--- config.mk ---
export PLATFORM = sky130hd
export DESIGN_NAME = sha1_stream_hasher_top
export DESIGN_NICKNAME = d
export VERILOG_FILES = /design/src/sha1_pkg.sv /design/src/sha1_ram.sv /design/src/sha1_stream_hasher_top.sv
export SDC_FILE = /design/constraint.sdc
export NUM_CORES = 2
export LEC_CHECK = 0
export BUFFER_PORTS_ARGS = -buffer_cell sky130_fd_sc_hd__buf_2
export CORE_MARGIN = 3
export CORE_UTILIZATION = 54
export DETAILED_ROUTE_END_ITERATION = 12
export PLACE_DENSITY = 0.71
export SYNTH_ARGS = -nofsm -noshare
export SYNTH_HDL_FRONTEND = slang
export SYNTH_SLANG_ARGS = --single-unit
export TNS_END_PERCENT = 10
--- constraint.sdc ---
create_clock -name i_clk -period 52.3 [get_ports i_clk]
set_input_delay 15.69 -clock i_clk [delete_from_list [all_inputs] [get_ports i_clk]]
set_output_delay 15.69 -clock i_clk [all_outputs]
set_load 0.02 [all_outputs]
--- src/sha1_pkg.sv ---
// Shared types and constants for the SHA-1 stream hasher.
`default_nettype none
package sha1_pkg;
    localparam logic [31:0] K0 = 32'h5A827999;
    localparam logic [31:0] K1 = 32'h6ED9EBA1;
    localparam logic [31:0] K2 = 32'h8F1BBCDC;
    localparam logic [31:0] K3 = 32'hCA62C1D6;
    localparam logic [31:0] H0 = 32'h67452301;
    localparam logic [31:0] H1 = 32'hEFCDAB89;
    localparam logic [31:0] H2 = 32'h98BADCFE;
    localparam logic [31:0] H3 = 32'h10325476;
    localparam logic [31:0] H4 = 32'hC3D2E1F0;
    localparam logic [7:0] PAD_BYTE = 8'h80;
    localparam logic [5:0] LEN_POS = 6'd56;
    localparam logic OP_DATA = 1'b0;
    localparam logic OP_FINISH = 1'b1;
    localparam logic ST_OK = 1'b0;
    localparam logic ST_TOO_LONG = 1'b1;

    typedef enum logic [3:0] {
        S_IDLE,
        S_PAD_ZERO,
        S_LOAD_RD,
        S_LOAD,
        S_ROUND,
        S_ADD,
        S_EMIT,
        S_ERR
    } t_state;

    function automatic logic [31:0] rotl(input logic [31:0] v, input int n);
        rotl = (v << n) | (v >> (32 - n));
    endfunction
endpackage
`default_nettype wire

--- src/sha1_ram.sv ---
// Generic single-port-write, single-port-read RAM with registered read.
`default_nettype none
module sha1_ram #(
    parameter int WIDTH = 8,
    parameter int DEPTH = 64
) (
    input  wire logic                     i_clk,
    input  wire logic                     i_we,
    input  wire logic [$clog2(DEPTH)-1:0] i_waddr,
    input  wire logic [WIDTH-1:0]         i_wdata,
    input  wire logic [$clog2(DEPTH)-1:0] i_raddr,
    output logic      [WIDTH-1:0]         o_rdata
);
    logic [WIDTH-1:0] r_mem [DEPTH];

    always_ff @(posedge i_clk) begin
        if (i_we) begin
            r_mem[i_waddr] <= i_wdata;
        end
        o_rdata <= r_mem[i_raddr];
    end
endmodule
`default_nettype wire

--- src/sha1_stream_hasher_top.sv ---
// Top level of the SHA-1 stream hasher: block buffer, schedule, rounds and output.
// A data beat is accepted only in idle; the 64th byte of a block starts a compression
// (one read-issue step, 64 byte loads, 80 rounds, one add), during which no bytes are taken;
// throughput is set by the byte-wide load and the single round unit.
// A finish pads one byte per cycle up to byte 63, runs one or two compressions, then emits
// five beats (one on too-long). Sync active-low reset: initial hash, counts cleared.
`default_nettype none
module sha1_stream_hasher_top
    import sha1_pkg::*;
(
    input  wire logic        i_clk,
    input  wire logic        i_rst_n,
    input  wire logic        s_axis_tvalid,
    output logic             s_axis_tready,
    input  wire logic [7:0]  s_axis_tdata,  // [7:0] data_byte
    input  wire logic        s_axis_tuser,  // [0] op
    output logic             m_axis_tvalid,
    input  wire logic        m_axis_tready,
    output logic [39:0]      m_axis_tdata,  // [2:0] word_index, [34:3] digest_word
    output logic             m_axis_tuser,  // [0] status
    output logic             m_axis_tlast   // last
);
    t_state r_state, n_state;
    logic [5:0]  r_fill;
    logic        r_full;
    logic [63:0] r_len;
    logic        r_too_long;
    logic        r_final;
    logic [31:0] r_h [5];
    logic [31:0] r_a, r_b, r_c, r_d, r_e;
    logic [31:0] r_w [16];
    logic [6:0]  r_rnd;
    logic [5:0]  r_ld;
    logic [2:0]  r_oidx;
    logic [23:0] r_part;

    logic        we;
    logic [5:0]  waddr, raddr;
    logic [7:0]  wdata, rdata;
    logic        acc;

    sha1_ram #(.WIDTH(8), .DEPTH(64)) u_buf (
        .i_clk(i_clk), .i_we(we), .i_waddr(waddr), .i_wdata(wdata),
        .i_raddr(raddr), .o_rdata(rdata)
    );

    assign acc = s_axis_tvalid && s_axis_tready;

    // load phase: r_ld counts bytes returned by the memory (registered read)
    logic [31:0] wnew, f, k, t;
    logic [1:0]  ph;
    always_comb begin
        wnew = rotl(r_w[13] ^ r_w[8] ^ r_w[2] ^ r_w[0], 1);
        ph = (r_rnd < 7'd20) ? 2'd0 : (r_rnd < 7'd40) ? 2'd1 : (r_rnd < 7'd60) ? 2'd2 : 2'd3;
        unique case (ph)
            2'd0: begin f = (r_b & r_c) | (~r_b & r_d); k = K0; end
            2'd1: begin f = r_b ^ r_c ^ r_d; k = K1; end
            2'd2: begin f = (r_b & r_c) | (r_b & r_d) | (r_c & r_d); k = K2; end
            default: begin f = r_b ^ r_c ^ r_d; k = K3; end
        endcase
        t = rotl(r_a, 5) + f + r_e + r_w[0] + k;
    end

    always_comb begin
        n_state = r_state;
        unique case (r_state)
            S_IDLE: begin
                if (acc && s_axis_tuser == OP_FINISH) begin
                    if (r_too_long) n_state = S_ERR;
                    else if (r_fill == 6'd63) n_state = S_LOAD_RD;
                    else n_state = S_PAD_ZERO;
                end else if (acc && !r_too_long && r_fill == 6'd63) begin
                    n_state = S_LOAD_RD;
                end
            end
            S_PAD_ZERO: begin
                if (r_fill == 6'd63) begin
                    n_state = S_LOAD_RD;
                end
            end
            S_LOAD_RD: n_state = S_LOAD;
            S_LOAD:    if (r_ld == 6'd63) n_state = S_ROUND;
            S_ROUND:   if (r_rnd == 7'd79) n_state = S_ADD;
            S_ADD: begin
                if (!r_final) n_state = S_IDLE;
                else if (r_full) n_state = S_PAD_ZERO;
                else n_state = S_EMIT;
            end
            S_EMIT: if (m_axis_tready && r_oidx == 3'd4) n_state = S_IDLE;
            S_ERR:  if (m_axis_tready) n_state = S_IDLE;
            default: n_state = S_IDLE;
        endcase
    end

    // memory write port and read address
    logic [2:0] lsel;
    always_comb begin
        we = 1'b0;
        waddr = r_fill;
        wdata = s_axis_tdata;
        raddr = '0;
        lsel = 3'd7 - r_fill[2:0];
        if (r_state == S_IDLE) begin
            we = acc && !r_too_long;
            if (s_axis_tuser == OP_FINISH) wdata = PAD_BYTE;
        end else if (r_state == S_PAD_ZERO) begin
            we = 1'b1;
            wdata = (r_fill >= LEN_POS && !r_full) ? r_len[lsel*8 +: 8] : 8'h00;
        end
        if (r_state == S_LOAD) begin
            raddr = r_ld + 6'd1;
        end
    end

    assign s_axis_tready = (r_state == S_IDLE);
    assign m_axis_tvalid = (r_state == S_EMIT) || (r_state == S_ERR);
    assign m_axis_tuser  = (r_state == S_ERR) ? ST_TOO_LONG : ST_OK;
    assign m_axis_tlast  = (r_state == S_ERR) || (r_oidx == 3'd4);
    assign m_axis_tdata  = {5'd0, (r_state == S_ERR) ? 32'd0 : r_h[r_oidx],
                            (r_state == S_ERR) ? 3'd0 : r_oidx};

    always_ff @(posedge i_clk) begin
        if (!i_rst_n) begin
            r_state <= S_IDLE;
            r_fill <= '0;
            r_full <= 1'b0;
            r_len <= '0;
            r_too_long <= 1'b0;
            r_final <= 1'b0;
            r_oidx <= '0;
            r_ld <= '0;
            r_rnd <= '0;
            r_part <= '0;
            r_h[0] <= H0; r_h[1] <= H1; r_h[2] <= H2; r_h[3] <= H3; r_h[4] <= H4;
        end else begin
            r_state <= n_state;
            unique case (r_state)
                S_IDLE: begin
                    if (acc && s_axis_tuser == OP_FINISH) begin
                        r_final <= 1'b1;
                        r_full <= (r_fill > 6'd55);
                        r_fill <= r_fill + 6'd1;
                    end else if (acc && !r_too_long) begin
                        r_fill <= r_fill + 6'd1;
                        r_len <= r_len + 64'd8;
                        if (r_len == 64'hFFFF_FFFF_FFFF_FFF8) r_too_long <= 1'b1;
                    end
                    r_ld <= '0;
                    r_part <= '0;
                end
                S_PAD_ZERO: r_fill <= r_fill + 6'd1;
                S_LOAD_RD: begin
                    r_ld <= '0;
                    r_part <= '0;
                    r_a <= r_h[0]; r_b <= r_h[1]; r_c <= r_h[2];
                    r_d <= r_h[3]; r_e <= r_h[4];
                    r_rnd <= '0;
                end
                S_LOAD: begin
                    if (r_ld[1:0] == 2'd3) begin
                        for (int i = 0; i < 15; i++) r_w[i] <= r_w[i+1];
                        r_w[15] <= {r_part, rdata};
                    end
                    r_part <= {r_part[15:0], rdata};
                    r_ld <= r_ld + 6'd1;
                end
                S_ROUND: begin
                    r_e <= r_d; r_d <= r_c; r_c <= rotl(r_b, 30); r_b <= r_a; r_a <= t;
                    for (int i = 0; i < 15; i++) r_w[i] <= r_w[i+1];
                    r_w[15] <= wnew;
                    r_rnd <= r_rnd + 7'd1;
                end
                S_ADD: begin
                    r_h[0] <= r_h[0] + r_a; r_h[1] <= r_h[1] + r_b;
                    r_h[2] <= r_h[2] + r_c; r_h[3] <= r_h[3] + r_d;
                    r_h[4] <= r_h[4] + r_e;
                    r_fill <= '0;
                    r_full <= 1'b0;
                    r_oidx <= '0;
                end
                S_EMIT: begin
                    if (m_axis_tready) begin
                        if (r_oidx == 3'd4) begin
                            r_fill <= '0; r_len <= '0; r_too_long <= 1'b0;
                            r_final <= 1'b0; r_oidx <= '0;
                            r_h[0] <= H0; r_h[1] <= H1; r_h[2] <= H2;
                            r_h[3] <= H3; r_h[4] <= H4;
                        end else begin
                            r_oidx <= r_oidx + 3'd1;
                        end
                    end
                end
                S_ERR: begin
                    if (m_axis_tready) begin
                        r_fill <= '0; r_len <= '0; r_too_long <= 1'b0;
                        r_final <= 1'b0; r_full <= 1'b0; r_oidx <= '0;
                        r_h[0] <= H0; r_h[1] <= H1; r_h[2] <= H2;
                        r_h[3] <= H3; r_h[4] <= H4;
                    end
                end
                default: ;
            endcase
        end
    end
endmodule
`default_nettype wire
---- Yosys cells after proc, flatten, opt, wreduce, memory -nomap -nowiden ----
Memory sizes are Yosys's and may differ from the RTL's. A register that Yosys moved wholly into a read port is not among the register bits.
Cells that the tools add are included.
word-level totals
  memories ................................ 3
  bits of input ports ..................... 13
  word-level logic and storage cells ...... 258
  bits in registers ....................... 277
  RAM bits ................................ 1184
memories
  memory       depth  bits a word  rd ports  clocked after memory_dff  write ports  RTL line                      text
  r_w          16     32           16        0                         16           sha1_stream_hasher_top.sv:31  logic [31:0] r_w [16];
  u_buf.r_mem  64     8            1         1                         1            sha1_ram.sv:14                logic [WIDTH-1:0] r_mem [DEPTH];
  r_h          5      32           6         1                         5            sha1_stream_hasher_top.sv:29  logic [31:0] r_h [5];
cells by class
  shift-type cells ........................ 1
  bitwise logic cells ..................... 47
  equality and inequality tests ........... 28
  magnitude comparators ................... 5
  reduce and logical (&&, ||, !) cells .... 27
  $add $sub $neg .......................... 15
  mux-type cells .......................... 117
operators by type and width
  operator                 count
  $mux W32                 32
  $pmux W32 S2             6
  $mux W64                 5
  $add A32 B32 Y32         9
  $pmux W64 S3             1
  $xor A32 B32 Y32         5
  $and A32 B32 Y32         4
  $or A32 B32 Y32          3
  $pmux W32 S3             1
  $add A64 B4 Y64 const B  1
  $eq A64 B64 Y1 const B   1
  $shiftx A64 B7 Y8        1
  $pmux W24 S2             1
  $mux W6                  6
  $mux W1                  34
  $mux W8                  4
  $not A32 Y32             1
  $or A32 B1 Y32           1
  $or A32 B30 Y32          1
  $or A32 B5 Y32           1
  $pmux W4 S8              1
  $or A1 B1 Y1             31
  $pmux W6 S5              1
  $mux W4                  7
  39 further kinds         82

---- Longest topological paths before layout ----
  word-level depth ........................ 11
  gate-level depth with buffers ........... 28
  depth with buffers taken out ............ 26

---- Cells and area by module ----
From an unflattened synthesis, not the netlist that was laid out.
unflattened totals
  cells, all modules ...................... 5083
  area, all modules ....................... 69011.2 µm²
by module, submodules not included
  module                  cells an instance  area an instance (µm²)  instances
  sha1_stream_hasher_top  4111               48820.6                 1
  sha1_ram                972                20190.6                 1

---- Worst setup path before layout ----
OpenSTA, ideal clock, no wires.
  path kind ............................... input port to flip-flop
  start ................................... input port i_rst_n
  end ..................................... memory r_w[0][0] (enable)
  setup slack ............................. 24.621 ns
  cell stages on the path ................. 5
  setup time .............................. 0.879 ns
  buffers on the path ..................... 3
  data required time ...................... 51.421 ns
  arrival time ............................ 26.801 ns
  path through ............................ clkbuf_1 > and3_1 > clkbuf_1 > clkbuf_1 > a21o_1
RTL lines
  item                RTL line                      text
  start: declaration  sha1_stream_hasher_top.sv:12  input wire logic i_rst_n,
  end: declaration    sha1_stream_hasher_top.sv:31

==> flow_metrics.env <==
export IMPL_fin_crit_sh=0.376
export IMPL_status="completed"
export IMPL_drcViolationCount=0
export IMPL_rsz0062_at_grt="false"
export IMPL_synth_edf_count=1344
export IMPL_worst_path_buf_inv=5
export IMPL_setup_viol=0
export IMPL_cts_clk_slew_worst_paths_ps=60
export IMPL_hp_class="flip-flop to flip-flop"
export IMPL_ctsHoldBuffers=0
export IMPL_dp_cells=7084
export IMPL_worstMarginPinSlew_ps=1250
export IMPL_dp_hpwl_mm=112
export IMPL_grt_pass1_wl_mm=261
export IMPL_tritoncts="done"
export IMPL_drv_slew=0
export IMPL_syn2layout_area_growth_pct=10.0
export IMPL_pwr_density_cell_nw_per_um2=35.3
export IMPL_worstSetupPathType="input port to flip-flop"
export IMPL_io_buffers=51
export IMPL_globalRouteOverflowTotal=0
export IMPL_hold_worst_slack_ps=404
export IMPL_slew_limit_headroom=0.162
export IMPL_critPathLaunchType="input port"
export IMPL_post_route_worst_setup_slack_ps=32640
export IMPL_grt_max_degree=164
export IMPL_power_total_w=0.00269
export IMPL_grt_use_total=0.258
export IMPL_start_util=0.547
export IMPL_htreeDepth=4
export IMPL_crit_path_end_kind="flip-flop"
export IMPL_fp_dieH_um=364
export IMPL_cp_cell_sequence="buf_2, buf_4, and3_2, a21o_4, buf_4, buf_4, buf_4"
export IMPL_root_buffer="clkbuf_16"
export IMPL_final_cells=7367
export IMPL_crit_top_cell="buf_4"
export IMPL_yosys_warnings=0
export IMPL_slowest_delay_ps=980
export IMPL_timing_setup_tns_ps=0
export IMPL_hold_viol_final=0
export IMPL_crit_slowest_cell="buf_4"
export IMPL_post_cts_repair_setup_buffers=0
export IMPL_dieArea_um2=133000
export IMPL_synth_seq_area_share=0.618
export IMPL_arrival_ps=20040
export IMPL_ys_ff_latch=1468
export IMPL_cts_made_buffers=152
export IMPL_crit_fanout=92
export IMPL_grt_antenna_before_repair=3
export IMPL_num_vias=45200
export IMPL_syn_inst=5588
export IMPL_num_rows=130
export IMPL_async_flop_share=0
export IMPL_fmax_mhz=50.9
export IMPL_post_drt_via_cell_ratio=6.14
export IMPL_synth_area_um2=69300
export IMPL_clk_latency_ps=810
export IMPL_cpLargestDelayFamily="buffers and inverters"
export IMPL_initialDrtViolationCount=5222
export IMPL_place_ws_ps=31780
export IMPL_dr_pass1_iters=6
export IMPL_period_needed_ps=19660
export IMPL_critPathRequiredTime_ps=52690
export IMPL_grt_pass1_vias=43400
export IMPL_peakVddDrop_mv=0.0423
export IMPL_ys_types=89
export IMPL_cts_sinks=1468
export IMPL_num_nets_final=5930
export IMPL_die_w_um=364
export IMPL_ctsResizeCount=0
export IMPL_drive_above_1_share=0.0805
export IMPL_postRouteAntennaNets=0
export IMPL_final_cell_mix="edfxtp_1, nand2_1, nor2_1"
export IMPL_io_pins=57
export IMPL_routed_wl_mm=171
export IMPL_synth_area_per_cell_um2=12.4
export IMPL_mostFrequentLayoutCell="edfxtp_1"
export IMPL_drv_cap=0
export IMPL_worst_clock_skew_ps=48.6
export IMPL_ys_flop_type="edfxtp_1"
export IMPL_wire_per_inst_um=23.3
export IMPL_coreArea_um2=127000
export IMPL_clockBufferDepth=3
export IMPL_power_leakage_nw=26.4
export IMPL_gp_congestion=0.940
[cell usage after synthesis (11+ instances only)]
master | number | area, µm²
nor2b_1 | 97 | 607
nand3_1 | 135 | 676
xor2_1 | 113 | 990
mux2_2 | 33 | 372
o22ai_1 | 33 | 206
a211oi_1 | 87 | 653
ha_1 | 204 | 2550
o21bai_1 | 12 | 90.1
a311oi_1 | 82 | 718
o221ai_1 | 51 | 447
o211ai_1 | 11 | 82.6
nand2_1 | 958 | 3600
mux2i_1 | 69 | 691
edfxtp_1 | 1344 | 40400
fa_1 | 125 | 2500
o31ai_1 | 15 | 113
nor2_1 | 339 | 1270
buf_1 | 40 | 150
a21o_1 | 96 | 721
o21a_1 | 26 | 195
and3_1 | 55 | 344
a21boi_0 | 14 | 105
inv_1 | 225 | 845
a22oi_1 | 48 | 360
clkbuf_1 | 201 | 754
a21oi_1 | 190 | 951
buf_2 | 12 | 60.1
a211o_1 | 18 | 158
or3_1 | 18 | 113
o21ai_0 | 249 | 1250
xnor2_1 | 188 | 1650
mux4_2 | 35 | 788
or2_2 | 14 | 87.6
dfxtp_1 | 124 | 2480
and2_1 | 21 | 131
nand2b_1 | 42 | 263
nor3_1 | 60 | 300
nand4_1 | 27 | 169
a221o_1 | 13 | 130
a31oi_1 | 42 | 263
[state kept, by name, summed over array words and instances (netlist names), 6 cells and up, named ones only]
| register | count |
|---|---|
| r_fill | 6 |
| r_c | 32 |
| r_b | 32 |
| u_buf.r_mem | 512 |
| r_w | 512 |
| r_e | 32 |
| r_len | 61 |
| u_buf.o_rdata | 8 |
| r_rnd | 7 |
| r_h | 160 |
| r_a | 32 |
| r_part | 24 |
| r_d | 32 |
| r_ld | 6 |
[path summary, 6_finish.rpt]
check	from	endpoint	slack, ps	depth (start not counted)
worst min-delay path	r_w[0][236]	r_w[0][204]	400	0
worst min register to register	r_w[0][236]	r_w[0][204]	400	0
worst max register to register	r_rnd[3]	r_a[29]	44350	25
worst max-delay path	i_rst_n	r_w[1][77]	32640	7
[where the power goes]
group,total (W),internal (W),leakage [nW],switching (W)
registers,0.00132,0.00131,12.9,0.0000171
logic,0.000272,0.0000923,11.1,0.000180
clock network,0.00109,0.000615,2.44,0.000477
total,0.00269,0.00201,26.4,0.000674
[worst reg2reg max path, stage by stage (launching register included)]
cell and delay, ps:
dfxtp_1 380, or2_2 330, a21oi_1 490, inv_1 470, ha_1 340, buf_4 310, a22oi_1 260, o21ai_0 240
fa_1 560, inv_1 50, fa_1 480, fa_1 520, inv_1 40, ha_1 200, inv_1 70, fa_1 210
nor2b_1 50, o21ai_0 270, a21boi_0 220, o31ai_1 470, nand2_1 200, a211oi_1 820, nor2_1 180, a31oi_1 250
xor2_1 180, o21ai_0 90
[cells by family (layout without fill, tap and decap cells)]
group                    after synthesis  in the layout  synth area share
AO/OA/AOI/OAI                       1058           1058             0.102
adder cells (fa/ha/maj)              329            329            0.0730
flip-flops                          1468           1468             0.618
multiplexers                         137            137            0.0267
AND/OR/NAND/NOR                     1808           1808             0.114
buffers and inverters                486            610            0.0271
other                                  1              6         0.0000541
XOR/XNOR                             301            301            0.0381
[area by class of cell]
type | count | area [µm²]
inverter | 225 | 845
sequential | 1468 | 42800
antenna | 1 | 2.50
clock inverter | 97 | 1090
clock buffer | 185 | 3970
fill | 9749 | 50300
multi-input combinational | 3638 | 24700
timing repair buffer | 103 | 683
tap | 1650 | 2060
[through the flow]
step | util | cell area (µm²)
2_1_floorplan | - | 69300
3_3_place_gp | 0.562 | 71200
3_5_place_dp | 0.562 | 71200
4_1_cts | 0.602 | 76200
5_1_grt | 0.602 | 76200
6_report | 0.602 | 76200
[routing by layer]
layer  vias up  track usage  routed length [µm]  part of all wire
li1      20400            -                   -                 -
met1     22400        0.366               72300              0.42
met2      2035        0.397               78100              0.46
met3       370       0.0446               14300             0.083
met4         0        0.105                6840             0.040
met5         -            0                   0                 0
Note: power is estimated with default switching activity, not from simulation.
